File: config.mk
export PLATFORM = sky130hd
export DESIGN_NAME = clock_display_brightness_ctrl_top
export DESIGN_NICKNAME = d
export VERILOG_FILES = /design/src/clkbr_pkg.sv /design/src/clkbr_div.sv /design/src/clkbr_light.sv /design/src/clock_display_brightness_ctrl_top.sv
export SDC_FILE = /design/constraint.sdc
export NUM_CORES = 1
export LEC_CHECK = 0
export ABC_AREA = 1
export BUFFER_PORTS_ARGS = -buffer_cell sky130_fd_sc_hd__buf_4
export CAP_MARGIN = 40
export CORE_MARGIN = 3
export CORE_UTILIZATION = 35
export CTS_CLUSTER_SIZE = 28
export DETAILED_ROUTE_END_ITERATION = 10
export PLACE_DENSITY = 0.6
export SYNTH_ARGS = -nofsm -noshare
export SYNTH_HDL_FRONTEND = slang
export SYNTH_HIERARCHICAL = 1
export SYNTH_SLANG_ARGS = --single-unit
File: constraint.sdc
create_clock -name clk_i -period 8.9 [get_ports clk_i]
set_input_delay 0.445 -clock clk_i [delete_from_list [all_inputs] [get_ports clk_i]]
set_output_delay 0.445 -clock clk_i [all_outputs]
set_load 0.02 [all_outputs]
File: src/clkbr_pkg.sv
// ----------------------------------------------------------------------------
// clkbr_pkg
// Shared types and codes for the clock display brightness controller.
// ----------------------------------------------------------------------------
package clkbr_pkg;

  // Event codes
  localparam logic [2:0] OP_MINUTE = 3'd0;
  localparam logic [2:0] OP_BLINK  = 3'd1;
  localparam logic [2:0] OP_LIGHT  = 3'd2;
  localparam logic [2:0] OP_SET    = 3'd3;
  localparam logic [2:0] OP_LAMP   = 3'd4;

  // Display commands
  localparam logic [2:0] CMD_NONE  = 3'd0;
  localparam logic [2:0] CMD_BLANK = 3'd1;
  localparam logic [2:0] CMD_ON    = 3'd2;
  localparam logic [2:0] CMD_OFF   = 3'd3;
  localparam logic [2:0] CMD_ALL   = 3'd4;

  // Configuration register indexes
  localparam logic [1:0] REG_AMB_LO    = 2'd0;
  localparam logic [1:0] REG_AMB_HI    = 2'd1;
  localparam logic [1:0] REG_AMB_STEP  = 2'd2;
  localparam logic [1:0] REG_AMB_FLOOR = 2'd3;

  // Shared divider widths: (sample - low) * 100 over a 10-bit span
  localparam int DIV_NUM_W = 17;
  localparam int DIV_DEN_W = 10;
  localparam int DIV_CNT_W = $clog2(DIV_NUM_W);

  localparam logic [6:0] PCT_MIN = 7'd1;
  localparam logic [6:0] PCT_MAX = 7'd100;

  typedef struct packed {
    logic [2:0] op;
    logic [9:0] light_sample;
    logic [4:0] new_hour;
    logic [5:0] new_minute;
  } in_t;

  typedef struct packed {
    logic [4:0] hour_now;
    logic [5:0] minute_now;
    logic [2:0] display_cmd;
    logic [6:0] brightness;
    logic       brightness_new;
    logic       last;
  } out_t;

  typedef struct packed {
    logic [9:0] amb_lo;
    logic [9:0] amb_hi;
    logic [6:0] amb_step;
    logic [6:0] amb_floor;
  } cfg_t;

endpackage

File: src/clkbr_div.sv
// ----------------------------------------------------------------------------
// clkbr_div
// Restoring radix-2 divider, one quotient bit per cycle.
// ----------------------------------------------------------------------------
module clkbr_div (
  input  logic                               clk_i,
  input  logic                               rst_ni,
  input  logic                               start_i,
  input  logic [clkbr_pkg::DIV_NUM_W-1:0]    num_i,
  input  logic [clkbr_pkg::DIV_DEN_W-1:0]    den_i,
  output logic                               done_o,
  output logic [clkbr_pkg::DIV_NUM_W-1:0]    quot_o
);
  import clkbr_pkg::*;

  localparam logic [DIV_CNT_W-1:0] LastCnt = DIV_CNT_W'(DIV_NUM_W - 1);

  logic                 busy_q, busy_d;
  logic                 done_q, done_d;
  logic [DIV_CNT_W-1:0] cnt_q, cnt_d;
  logic [DIV_DEN_W-1:0] rem_q, rem_d;
  logic [DIV_NUM_W-1:0] quo_q, quo_d;
  logic [DIV_DEN_W-1:0] den_q, den_d;
  logic [DIV_DEN_W:0]   trial;
  logic                 fits;

  always_comb begin
    trial  = {rem_q, quo_q[DIV_NUM_W-1]};
    fits   = (trial >= {1'b0, den_q});
    busy_d = busy_q;
    done_d = 1'b0;
    cnt_d  = cnt_q;
    rem_d  = rem_q;
    quo_d  = quo_q;
    den_d  = den_q;
    if (start_i) begin
      busy_d = 1'b1;
      cnt_d  = '0;
      rem_d  = '0;
      quo_d  = num_i;
      den_d  = den_i;
    end else if (busy_q) begin
      // trial - den fits in the remainder width whenever the subtract happens
      rem_d = fits ? DIV_DEN_W'(trial - {1'b0, den_q}) : trial[DIV_DEN_W-1:0];
      quo_d = {quo_q[DIV_NUM_W-2:0], fits};
      cnt_d = cnt_q + DIV_CNT_W'(1);
      if (cnt_q == LastCnt) begin
        busy_d = 1'b0;
        done_d = 1'b1;
      end
    end
  end

  always_ff @(posedge clk_i or negedge rst_ni) begin
    if (!rst_ni) begin
      busy_q <= 1'b0;
      done_q <= 1'b0;
      cnt_q  <= '0;
    end else begin
      busy_q <= busy_d;
      done_q <= done_d;
      cnt_q  <= cnt_d;
    end
  end

  always_ff @(posedge clk_i) begin
    rem_q <= rem_d;
    quo_q <= quo_d;
    den_q <= den_d;
  end

  assign done_o = done_q;
  assign quot_o = quo_q;

endmodule

File: src/clkbr_light.sv
// ----------------------------------------------------------------------------
// clkbr_light
// Light sample to brightness sequencer around the shared divider.
// ----------------------------------------------------------------------------
module clkbr_light (
  input  logic              clk_i,
  input  logic              rst_ni,
  input  logic              start_i,
  input  logic [9:0]        sample_i,
  input  clkbr_pkg::cfg_t   cfg_i,
  output logic              done_o,
  output logic              issued_o,
  output logic [6:0]        brightness_o
);
  import clkbr_pkg::*;

  localparam logic [2:0] L_IDLE  = 3'd0;
  localparam logic [2:0] L_DIV1  = 3'd1;
  localparam logic [2:0] L_CHECK = 3'd2;
  localparam logic [2:0] L_DIV2  = 3'd3;
  localparam logic [2:0] L_FIN   = 3'd4;

  logic [2:0] state_q, state_d;
  logic [6:0] pct_q, pct_d;
  logic [6:0] last_q, last_d;
  logic [6:0] bright_q, bright_d;
  logic       issued_q, issued_d;

  logic                 div_start;
  logic [DIV_NUM_W-1:0] div_num;
  logic [DIV_DEN_W-1:0] div_den;
  logic                 div_done;
  logic [DIV_NUM_W-1:0] div_quot;

  logic [9:0]  span;
  logic [9:0]  diff;
  logic [6:0]  step_eff;
  logic [6:0]  half;
  logic [6:0]  floor_eff;
  logic        take;
  logic [15:0] rounded;
  logic [6:0]  round_sat;

  clkbr_div u_div (
    .clk_i   (clk_i),
    .rst_ni  (rst_ni),
    .start_i (div_start),
    .num_i   (div_num),
    .den_i   (div_den),
    .done_o  (div_done),
    .quot_o  (div_quot)
  );

  always_comb begin
    span      = cfg_i.amb_hi - cfg_i.amb_lo;
    diff      = sample_i - cfg_i.amb_lo;
    step_eff  = (cfg_i.amb_step == 7'd0) ? 7'd1 : cfg_i.amb_step;
    half      = step_eff >> 1;
    if (cfg_i.amb_floor == 7'd0) begin
      floor_eff = PCT_MIN;
    end else if (cfg_i.amb_floor > PCT_MAX) begin
      floor_eff = PCT_MAX;
    end else begin
      floor_eff = cfg_i.amb_floor;
    end
    // accept only a real change past half a step, or an end of the range
    take = (pct_q != last_q) &&
           (({1'b0, pct_q} > ({1'b0, last_q} + {1'b0, half})) ||
            (({1'b0, pct_q} + {1'b0, half}) < {1'b0, last_q}) ||
            (pct_q == PCT_MIN) || (pct_q == PCT_MAX));
    rounded   = {8'd0, div_quot[7:0]} * {9'd0, step_eff};
    if (rounded > 16'(PCT_MAX)) begin
      round_sat = PCT_MAX;
    end else begin
      round_sat = rounded[6:0];
    end
  end

  always_comb begin
    state_d   = state_q;
    pct_d     = pct_q;
    last_d    = last_q;
    bright_d  = bright_q;
    issued_d  = issued_q;
    div_start = 1'b0;
    div_num   = DIV_NUM_W'(diff) * DIV_NUM_W'(100);
    div_den   = span;
    case (state_q)
      L_IDLE: begin
        if (start_i) begin
          if (sample_i < cfg_i.amb_lo) begin
            pct_d   = PCT_MIN;
            state_d = L_CHECK;
          end else if ((sample_i > cfg_i.amb_hi) || (span == 10'd0)) begin
            pct_d   = PCT_MAX;
            state_d = L_CHECK;
          end else begin
            div_start = 1'b1;
            state_d   = L_DIV1;
          end
        end
      end
      L_DIV1: begin
        if (div_done) begin
          pct_d   = div_quot[6:0];
          state_d = L_CHECK;
        end
      end
      L_CHECK: begin
        div_num = DIV_NUM_W'(pct_q) + DIV_NUM_W'(half);
        div_den = DIV_DEN_W'(step_eff);
        if (!take) begin
          issued_d = 1'b0;
          state_d  = L_FIN;
        end else begin
          last_d   = pct_q;
          issued_d = 1'b1;
          if (pct_q == PCT_MAX) begin
            bright_d = PCT_MAX;
            state_d  = L_FIN;
          end else begin
            div_start = 1'b1;
            state_d   = L_DIV2;
          end
        end
      end
      L_DIV2: begin
        if (div_done) begin
          bright_d = (round_sat < floor_eff) ? floor_eff : round_sat;
          state_d  = L_FIN;
        end
      end
      L_FIN: begin
        state_d = L_IDLE;
      end
      default: begin
        state_d = L_IDLE;
      end
    endcase
  end

  always_ff @(posedge clk_i or negedge rst_ni) begin
    if (!rst_ni) begin
      state_q  <= L_IDLE;
      last_q   <= 7'd0;
      bright_q <= PCT_MAX;
      issued_q <= 1'b0;
    end else begin
      state_q  <= state_d;
      last_q   <= last_d;
      bright_q <= bright_d;
      issued_q <= issued_d;
    end
  end

  always_ff @(posedge clk_i) begin
    pct_q <= pct_d;
  end

  assign done_o       = (state_q == L_FIN);
  assign issued_o     = issued_q;
  assign brightness_o = bright_q;

endmodule

File: src/clock_display_brightness_ctrl_top.sv
// ----------------------------------------------------------------------------
// clock_display_brightness_ctrl_top
// Event-driven clock display controller with ambient-light brightness.
// ----------------------------------------------------------------------------
// One request is handled at a time. Minute tick, blink tick, set time and
// unused codes produce their single response in the cycle after the request
// is taken; lamp test produces two responses back to back as the sink takes
// them. A light sample runs through one shared restoring divider, one
// quotient bit per cycle: once for the percent and, when a value below 100
// percent is accepted, once more for rounding to the step. A sample outside
// the range or over a zero span skips the first division. With the sink
// ready the next request is taken once the sink has taken the response and
// the response valid register has cleared. The request channel stalls while
// a request is in progress or a response waits for the sink. Configuration
// writes land at once.
// ----------------------------------------------------------------------------
module clock_display_brightness_ctrl_top #(
  parameter int SAMPLE_BITS = 10
) (
  input  logic              clk_i,
  input  logic              rst_ni,
  input  logic              in_valid_i,
  output logic              in_stall_o,
  input  clkbr_pkg::in_t    in_req_i,
  output logic              out_valid_o,
  input  logic              out_stall_i,
  output clkbr_pkg::out_t   out_rsp_o,
  input  logic              cfg_we_i,
  input  logic [1:0]        cfg_idx_i,
  input  logic [9:0]        cfg_data_i
);
  import clkbr_pkg::*;

  // Keep only the converter bits that the sample path really has
  localparam int MaskBits = (SAMPLE_BITS < 10) ? SAMPLE_BITS : 10;
  localparam logic [9:0] SampleMask = 10'((32'd1 << MaskBits) - 32'd1);

  localparam logic [1:0] ST_IDLE  = 2'd0;
  localparam logic [1:0] ST_LIGHT = 2'd1;
  localparam logic [1:0] ST_LAMP  = 2'd2;

  logic [1:0] state_q, state_d;
  logic [4:0] hour_q, hour_d;
  logic [5:0] minute_q, minute_d;
  logic       valid_q, valid_d;
  logic       blink_q, blink_d;
  cfg_t       cfg_q;
  logic       out_valid_q, out_valid_d;
  out_t       out_q, out_d;

  logic       in_take;
  logic       out_take;
  logic       light_start;
  logic       light_done;
  logic       light_issued;
  logic [6:0] light_bright;
  logic [9:0] sample_m;

  assign in_take     = in_valid_i && !in_stall_o;
  assign out_take    = out_valid_q && !out_stall_i;
  assign sample_m    = in_req_i.light_sample & SampleMask;
  assign light_start = in_take && (in_req_i.op == OP_LIGHT);

  clkbr_light u_light (
    .clk_i        (clk_i),
    .rst_ni       (rst_ni),
    .start_i      (light_start),
    .sample_i     (sample_m),
    .cfg_i        (cfg_q),
    .done_o       (light_done),
    .issued_o     (light_issued),
    .brightness_o (light_bright)
  );

  // Refresh command from the blink phase after this event
  function automatic logic [2:0] refresh_cmd(input logic tvalid, input logic phase);
    logic [2:0] cmd;
    if (phase) begin
      cmd = CMD_ON;
    end else if (tvalid) begin
      cmd = CMD_OFF;
    end else begin
      cmd = CMD_BLANK;
    end
    return cmd;
  endfunction

  always_comb begin
    state_d     = state_q;
    hour_d      = hour_q;
    minute_d    = minute_q;
    valid_d     = valid_q;
    blink_d     = blink_q;
    out_valid_d = out_valid_q;
    out_d       = out_q;

    // Drop the response once the sink takes it
    if (out_take) begin
      out_valid_d = 1'b0;
    end

    case (state_q)
      ST_IDLE: begin
        if (in_take) begin
          out_valid_d = 1'b1;
          case (in_req_i.op)
            OP_MINUTE: begin
              if (minute_q == 6'd59) begin
                minute_d = 6'd0;
                hour_d   = (hour_q == 5'd23) ? 5'd0 : hour_q + 5'd1;
              end else begin
                minute_d = minute_q + 6'd1;
              end
              out_d.display_cmd = CMD_NONE;
            end
            OP_BLINK: begin
              blink_d           = !blink_q;
              out_d.display_cmd = refresh_cmd(valid_q, !blink_q);
            end
            OP_LIGHT: begin
              // Hold the response until the light sequencer finishes
              out_valid_d = 1'b0;
              state_d     = ST_LIGHT;
            end
            OP_SET: begin
              hour_d   = (in_req_i.new_hour > 5'd23) ? 5'd23 : in_req_i.new_hour;
              minute_d = (in_req_i.new_minute > 6'd59) ? 6'd59 : in_req_i.new_minute;
              valid_d  = 1'b1;
              blink_d  = 1'b1;
              out_d.display_cmd = CMD_ON;
            end
            OP_LAMP: begin
              blink_d           = 1'b1;
              out_d.display_cmd = CMD_ALL;
              state_d           = ST_LAMP;
            end
            default: begin
              out_d.display_cmd = CMD_NONE;
            end
          endcase
          out_d.hour_now       = hour_d;
          out_d.minute_now     = minute_d;
          out_d.brightness     = light_bright;
          out_d.brightness_new = 1'b0;
          out_d.last           = (in_req_i.op != OP_LAMP);
        end
      end
      ST_LIGHT: begin
        if (light_done) begin
          out_valid_d          = 1'b1;
          out_d.hour_now       = hour_q;
          out_d.minute_now     = minute_q;
          out_d.display_cmd    = CMD_NONE;
          out_d.brightness     = light_bright;
          out_d.brightness_new = light_issued;
          out_d.last           = 1'b1;
          state_d              = ST_IDLE;
        end
      end
      ST_LAMP: begin
        // Advance to the refresh once the all-segments response is taken
        if (out_take) begin
          out_valid_d       = 1'b1;
          out_d.display_cmd = refresh_cmd(valid_q, blink_q);
          out_d.last        = 1'b1;
          state_d           = ST_IDLE;
        end
      end
      default: begin
        state_d = ST_IDLE;
      end
    endcase
  end

  always_ff @(posedge clk_i or negedge rst_ni) begin
    if (!rst_ni) begin
      state_q     <= ST_IDLE;
      hour_q      <= 5'd0;
      minute_q    <= 6'd0;
      valid_q     <= 1'b0;
      blink_q     <= 1'b1;
      out_valid_q <= 1'b0;
    end else begin
      state_q     <= state_d;
      hour_q      <= hour_d;
      minute_q    <= minute_d;
      valid_q     <= valid_d;
      blink_q     <= blink_d;
      out_valid_q <= out_valid_d;
    end
  end

  // Configuration registers
  always_ff @(posedge clk_i or negedge rst_ni) begin
    if (!rst_ni) begin
      cfg_q.amb_lo    <= 10'd500;
      cfg_q.amb_hi    <= 10'd900;
      cfg_q.amb_step  <= 7'd30;
      cfg_q.amb_floor <= 7'd1;
    end else if (cfg_we_i) begin
      case (cfg_idx_i)
        REG_AMB_LO:    cfg_q.amb_lo    <= cfg_data_i;
        REG_AMB_HI:    cfg_q.amb_hi    <= cfg_data_i;
        REG_AMB_STEP:  cfg_q.amb_step  <= cfg_data_i[6:0];
        REG_AMB_FLOOR: cfg_q.amb_floor <= cfg_data_i[6:0];
        default: begin
        end
      endcase
    end
  end

  always_ff @(posedge clk_i) begin
    out_q <= out_d;
  end

  assign in_stall_o  = (state_q != ST_IDLE) || out_valid_q;
  assign out_valid_o = out_valid_q;
  assign out_rsp_o   = out_q;

endmodule
## Word-level counts from Yosys, hierarchy flattened

Cells that the tools add are included.

| cells by class | value |
|---|---|
| divide/modulo/power cells | 0 |
| magnitude comparators | 10 |
| reductions and logical operators | 42 |
| $add $sub $neg | 9 |
| shift-type cells | 0 |
| multiply operators | 2 |
| bitwise gates (word level) | 0 |
| equal/unequal tests | 31 |
| mux-type cells | 73 |

Operator list:

| operator | number |
|---|---|
| 7-bit 2-to-1 mux | 13 |
| 17-bit 2-to-1 mux | 3 |
| 23-bit 2-to-1 mux | 2 |
| 10-bit subtractor | 3 |
| 7-bit one-hot mux with 2 select lines | 2 |
| 5-bit 2-to-1 mux | 5 |
| 7-bit by 6-bit adder with 8-bit output | 3 |
| 3-bit 2-to-1 mux | 8 |
| 3-bit one-hot mux with 4 select lines | 2 |
| 11-bit one-hot mux with 2 select lines | 1 |
| 1-bit 2-to-1 mux | 18 |
| 8-bit one-hot mux with 2 select lines | 1 |
| 4-bit AND reduction | 4 |
| 15-bit by 7-bit greater-than comparator with 1-bit output (second input constant) | 1 |
| 10-bit by 5-bit multiplier with 15-bit output (second input constant) | 1 |
| 8-bit by 7-bit multiplier with 15-bit output | 1 |
| 7-bit logical NOT | 2 |
| 2-bit != test (second input constant) | 7 |
| 3-bit by 2-bit equality test with 1-bit output (second input constant) | 4 |
| 2-bit 2-to-1 mux | 6 |
| 6-bit 2-to-1 mux | 2 |
| 6-bit one-hot mux with 2 select lines | 1 |
| 2-bit AND reduction | 6 |
| 3-bit AND reduction | 4 |
| other kinds (41) | 67 |

| storage, ports and cells | value |
|---|---|
| input bits | 41 |
| bits in writable memories | 0 |
| register bits after elaboration | 142 |
| latch bits | 0 |
| logic and storage cells | 195 |
| ROM bits | 0 |
| memories kept | 0 |
| output and inout port bits | 25 |

## Longest topological paths before layout

| depth | value |
|---|---|
| depth in word-level cells | 11 |
| depth in mapped cells | 35 |
| mapped depth without buffers | 34 |

## By module

The synthesis kept the hierarchy.

Modules (own cells, without submodules):

| module | cells an instance | area an instance (sq um) | sequential area each (sq um) | instances |
|---|---|---|---|---|
| clkbr_light | 989 | 6642.6 | 664.4 | 1 |
| clock_display_brightness_ctrl_top | 401 | 3508.4 | 1961.9 | 1 |
| clkbr_div | 301 | 2486.1 | 1186.1 | 1 |

## Worst setup path before layout

OpenSTA, ideal clock, no wires.

| path | value |
|---|---|
| kind | register -> register |
| start | reg cfg_q[11] (netlist name) |
| end | reg u_light.bright_q[0] (netlist: u_light/brightness_o[0]) |
| path slack | 3.314 ns |
| cell stages (with the launch flop) | 30 |
| arrival time | 5.469 ns |
| library setup time | 0.117 ns |
| required time | 8.783 ns |
| buffers on the path | 2 |
| period minus slack after synthesis | 5.586 ns |
| cell sequence | dfstp_2 clkbuf_1 nand2_1 fa_1 fa_1 inv_1 fa_1 inv_1 fa_1 inv_1 ha_1 nand2_1 nand2_1 a21oi_2 nand2_1 nand2_1 nand2_1 nor2_2 nand2_1 nor2_1 nand3_1 or2_1 ha_1 nand2_1 nor2_1 a211oi_1 buf_4 nand3b_1 nand3_1 nand2_1 |

| on the way | value |
|---|---|
| longest elaborated chain between the ends | 10 |
| elaborated cells on any way between the ends | 19 |
| those cells by class | 2 x add/sub; 1 x mul; 4 x order compare; 1 x eq/ne; 5 x mux; 6 x reduce/logical |

RTL lines:

| element | line | RTL |
|---|---|---|
| from (decl) | clock_display_brightness_ctrl_top.sv:47 | `cfg_t cfg_q;` |
| 7-bit logical NOT | clkbr_light.sv:57 | `step_eff = (cfg_i.amb_step == 7'd0) ? 7'd1 : cfg_i.amb_step;` |
| 7-bit 2-to-1 mux (*) | clkbr_light.sv:57 |  |
| branches (longest 8 deep; another with 8-bit by 7-bit multiplier with 15-bit output) | -- |  |
| to (signal assigned) | clkbr_light.sv:151 | `bright_q <= bright_d;` |
| to (decl) | clkbr_light.sv:26 | `logic [6:0] bright_q, bright_d;` |

Every way passes the cells marked *. The select of a mux whose other input is x is not followed.
A chain may end at the register's enable or synchronous reset.

## Final worst setup path

| path | value |
|---|---|
| start | reg cfg_q[13] (netlist name) |
| end | reg u_light.bright_q[2] (netlist: u_light/brightness_o[2]) |

Same word-level chain as after synthesis.

==> out/qor.yml <==
global_route:
  first_global_vias: 10611
  grt_max_degree: 49
  grt_first_pass_wirelength_um: 50900
  grt_busiest_layer: "met2"
  use_met2_pct: 27.5
  grt_use_met3_pct: 2.13
  use_met1_pct: 20.6
  grt-ovfl-total: 0
  antenna_found_initial: 1
  grtUsageTotal_pct: 16.0
sta:
  timing.fmax_mhz: 163
  drv_slew: 0
  finalCritPeriodShare_pct: 69.0
  setup_viol: 0
  rsz0062_at_grt: "no"
  setup_tns_ns: 0
  finClkSkew_ns: 0.00929
  fin_crit_ns: 6.14
  maxSlewHeadroom_pct: 44.9
  worst_slew_pin_slew_ns: 0.826
  hold_viol: 0
  fin_hold_ws_ns: 0.265
layout:
  area_delta_synth_final_pct: 12.6
  fin_util_pct: 40.6
  seq_area_mm2: 0.00381
  n_antenna_cell: 0
  drive_above_1_share_pct: 10.9
  fin_cells: 2214
  multi_input_area_mm2: 0.00744
  fillers: 3654
  nets: 1971
logic_synthesis:
  synth_top_family_by_area: "simple AND/OR/NAND/NOR gates"
  synth_top_area_share_pct: 15.1
  synth-simple-area-share_pct: 26.7
  syn-num-nets: 1916
  synth_area_per_cell_um2: 7.47
  synthTopCellsByArea: "nand2_1, ha_1, edfxtp_1, dfrtp_1, inv_1"
  synth_adder_area_share_pct: 20.5
  ys_seq_area_share_pct: 30.2
  synth_ff_type: "edfxtp_1"
  async_reset_ff_share_pct: 52.8
  synth_compound_area_share_pct: 9.04
  syn_area_mm2: 0.0126
  synth_mux_area_share_pct: 0
  synthTopCellsByCount: "nand2_1, inv_1, ha_1"
  synth_edf_count: 57
  synth_area_leader_cell: "nand2_1"
  ys_ff_latch: 142
  synth_cells: 1691
  yosys.cell_count.top_type: "nand2_1"
  synth_cell_types: 56
  ys_warn_count: 6
  synth-xor-area-share_pct: 2.56
floorplanning:
  core-area_mm2: 0.0351
  io_pins: 66
  start_util_pct: 36.1
  dieWidth_um: 196
  die-area_mm2: 0.0384
  rows: 68
  dieHeight_um: 196
route:
  vias: 10597
  routed_via_density: 4.79
  first_pass_iters: 6
  drc_errors: 0
  ant_nets: 0
  first_iter_violations: 692
  routed_wl_um: 30000
  routedWlPerCell_um: 13.5
clock_network:
  clk_path_buf_depth: 2
  numCtsBuffers: 17
  cts.clk_slew.worst_paths_ns: 0.06
  cts_setup_buffers: 0
  cts_root_buf: "clkbuf_16"
  htreeDepth: 4
  cts.sinks: 142
  cts_tree: "yes"
  clk-insertion-delay-late_ns: 0.42
  postCtsResizedCells: 0
placed_design:
  place_inst: 2181
  portBuffers: 65
  routabilityCongestion: 0.878
  dpl.hpwl_um: 24100
critical_path:
  reg2reg_to: "u_light/brightness_o[2]"
  cpPeakStageDelay_ns: 0.63
  crit_buf_inv: 5
  crit_required_ns: 9.26
  crit_fanout: 13
  crit_type: "flop to flop"
  start_kind: "flop"
  slowest_stage: "dfrtp_1"
  r2r-start: "cfg_q[13]"
  r2r_setup_slack_ns: 2.76
  timing.critical_path.mode_cell: "nand2_1"
  arrival_ns: 6.50
  critical-path-top-delay-family: "adder cells"
  crit_path_end_kind: "flop"
  worstRegToRegCells: 30
worst_hold_path:
  worstHoldStart: "cfg_data_i[9]"
  whs_endpoint: "cfg_q[23]"
  hold_class: "primary input to flop"
  hold-path-cell-count: 3
job:
  maxCapViolations: 0
outcome:
  status: "finished, final reports clean"
## flip-flops by register name (all words and copies together), names as in the netlist, 6 cells and up
signal,cells
cfg_q,34
minute_q,6
out_rsp_o,23
u_light/brightness_o,7
u_light/last_q,7
u_light/pct_q,7
u_light/u_div/den_q,10
u_light/u_div/quot_o,17
u_light/u_div/rem_q,10
## kinds of logic after synthesis
family                     count (synthesis)
AOI/OAI and AO/OA                        205
DFF                                      142
xor gates and xnor gates                  37
and+or+nand+nor                          772
buffers and inverters                    351
adders and majority gates                184
## worst register-to-register path: cells and delay by family (launching register included)
family,cells,cell delay [ns]
adders and majority gates,6,2.76
and+or+nand+nor,17,1.72
DFF,1,0.63
AOI/OAI and AO/OA,2,0.53
buffers and inverters,5,0.44
## per-layer routing
metal / vias up / part of all wire [%]
li1: 5470 / -
met1: 4912 / 46
met2: 171 / 48
met3: 42 / 3.0
met4: 2 / 2.8
met5: - / 0.043
## cell usage in the layout, fill, tap and decap left out, drive strengths merged, types with 2 or more instances in the layout
cell	netlist	routed
nand2	522	522
inv	311	313
ha	145	145
o21ai	103	103
nor2	98	98
nand3	95	95
buf	19	73
a21oi	72	72
edfxtp	57	57
dfrtp	56	56
fa	39	39
xor2	24	24
dfstp	19	19
clkbuf	19	18
nor3	17	17
nand4	14	14
xnor2	13	13
dfxtp	10	10
nand3b	10	10
or2	8	8
clkinv	2	7
o21bai	5	5
bufinv	0	5
a21o	5	5
a211oi	5	5
nor4	4	4
o21a	3	3
o211ai	2	2
clkinvlp	0	2
o31ai	2	2
a31oi	2	2
## final cells by class
cell class / instances / share of cell area [%]
Multi-Input combinational cell: 1198 / 52.3
Sequential cell: 142 / 26.8
Inverter: 313 / 8.27
Timing Repair Buffer: 74 / 4.11
Tap cell: 455 / 4.00
Clock buffer: 18 / 3.02
Clock inverter: 14 / 1.50
## per-stage QoR
stage	setup slack (ns)	area, um^2
final	2.76	14200
after global routing	2.24	14200
after CTS	2.75	14200
after detailed placement	2.78	13600
after global placement	2.57	13500
after floorplan	3.31	12600
## how the worst max path moves through the flow
stage | start | to | slack [ns] | cells after the start
3_5_place_dp | cfg_q[13] | u_light/brightness_o[2] | 2.78 | 30
4_1_cts | cfg_q[13] | u_light/brightness_o[2] | 2.75 | 30
2_1_floorplan | cfg_q[11] | u_light/brightness_o[0] | 3.31 | 29
5_1_grt | cfg_q[13] | u_light/brightness_o[2] | 2.24 | 30
6_report | cfg_q[13] | u_light/brightness_o[2] | 2.76 | 30
3_3_place_gp | cfg_q[13] | u_light/brightness_o[2] | 2.57 | 29
## what timing repair did
action,4_1_cts,5_1_grt
hold endpoints to repair,5,0
endpoints found under the setup margin,0,0
hold buffers,1,0
Power is not shown: default switching activity piles up to over one toggle a cycle in this logic, so the estimate is an artifact.
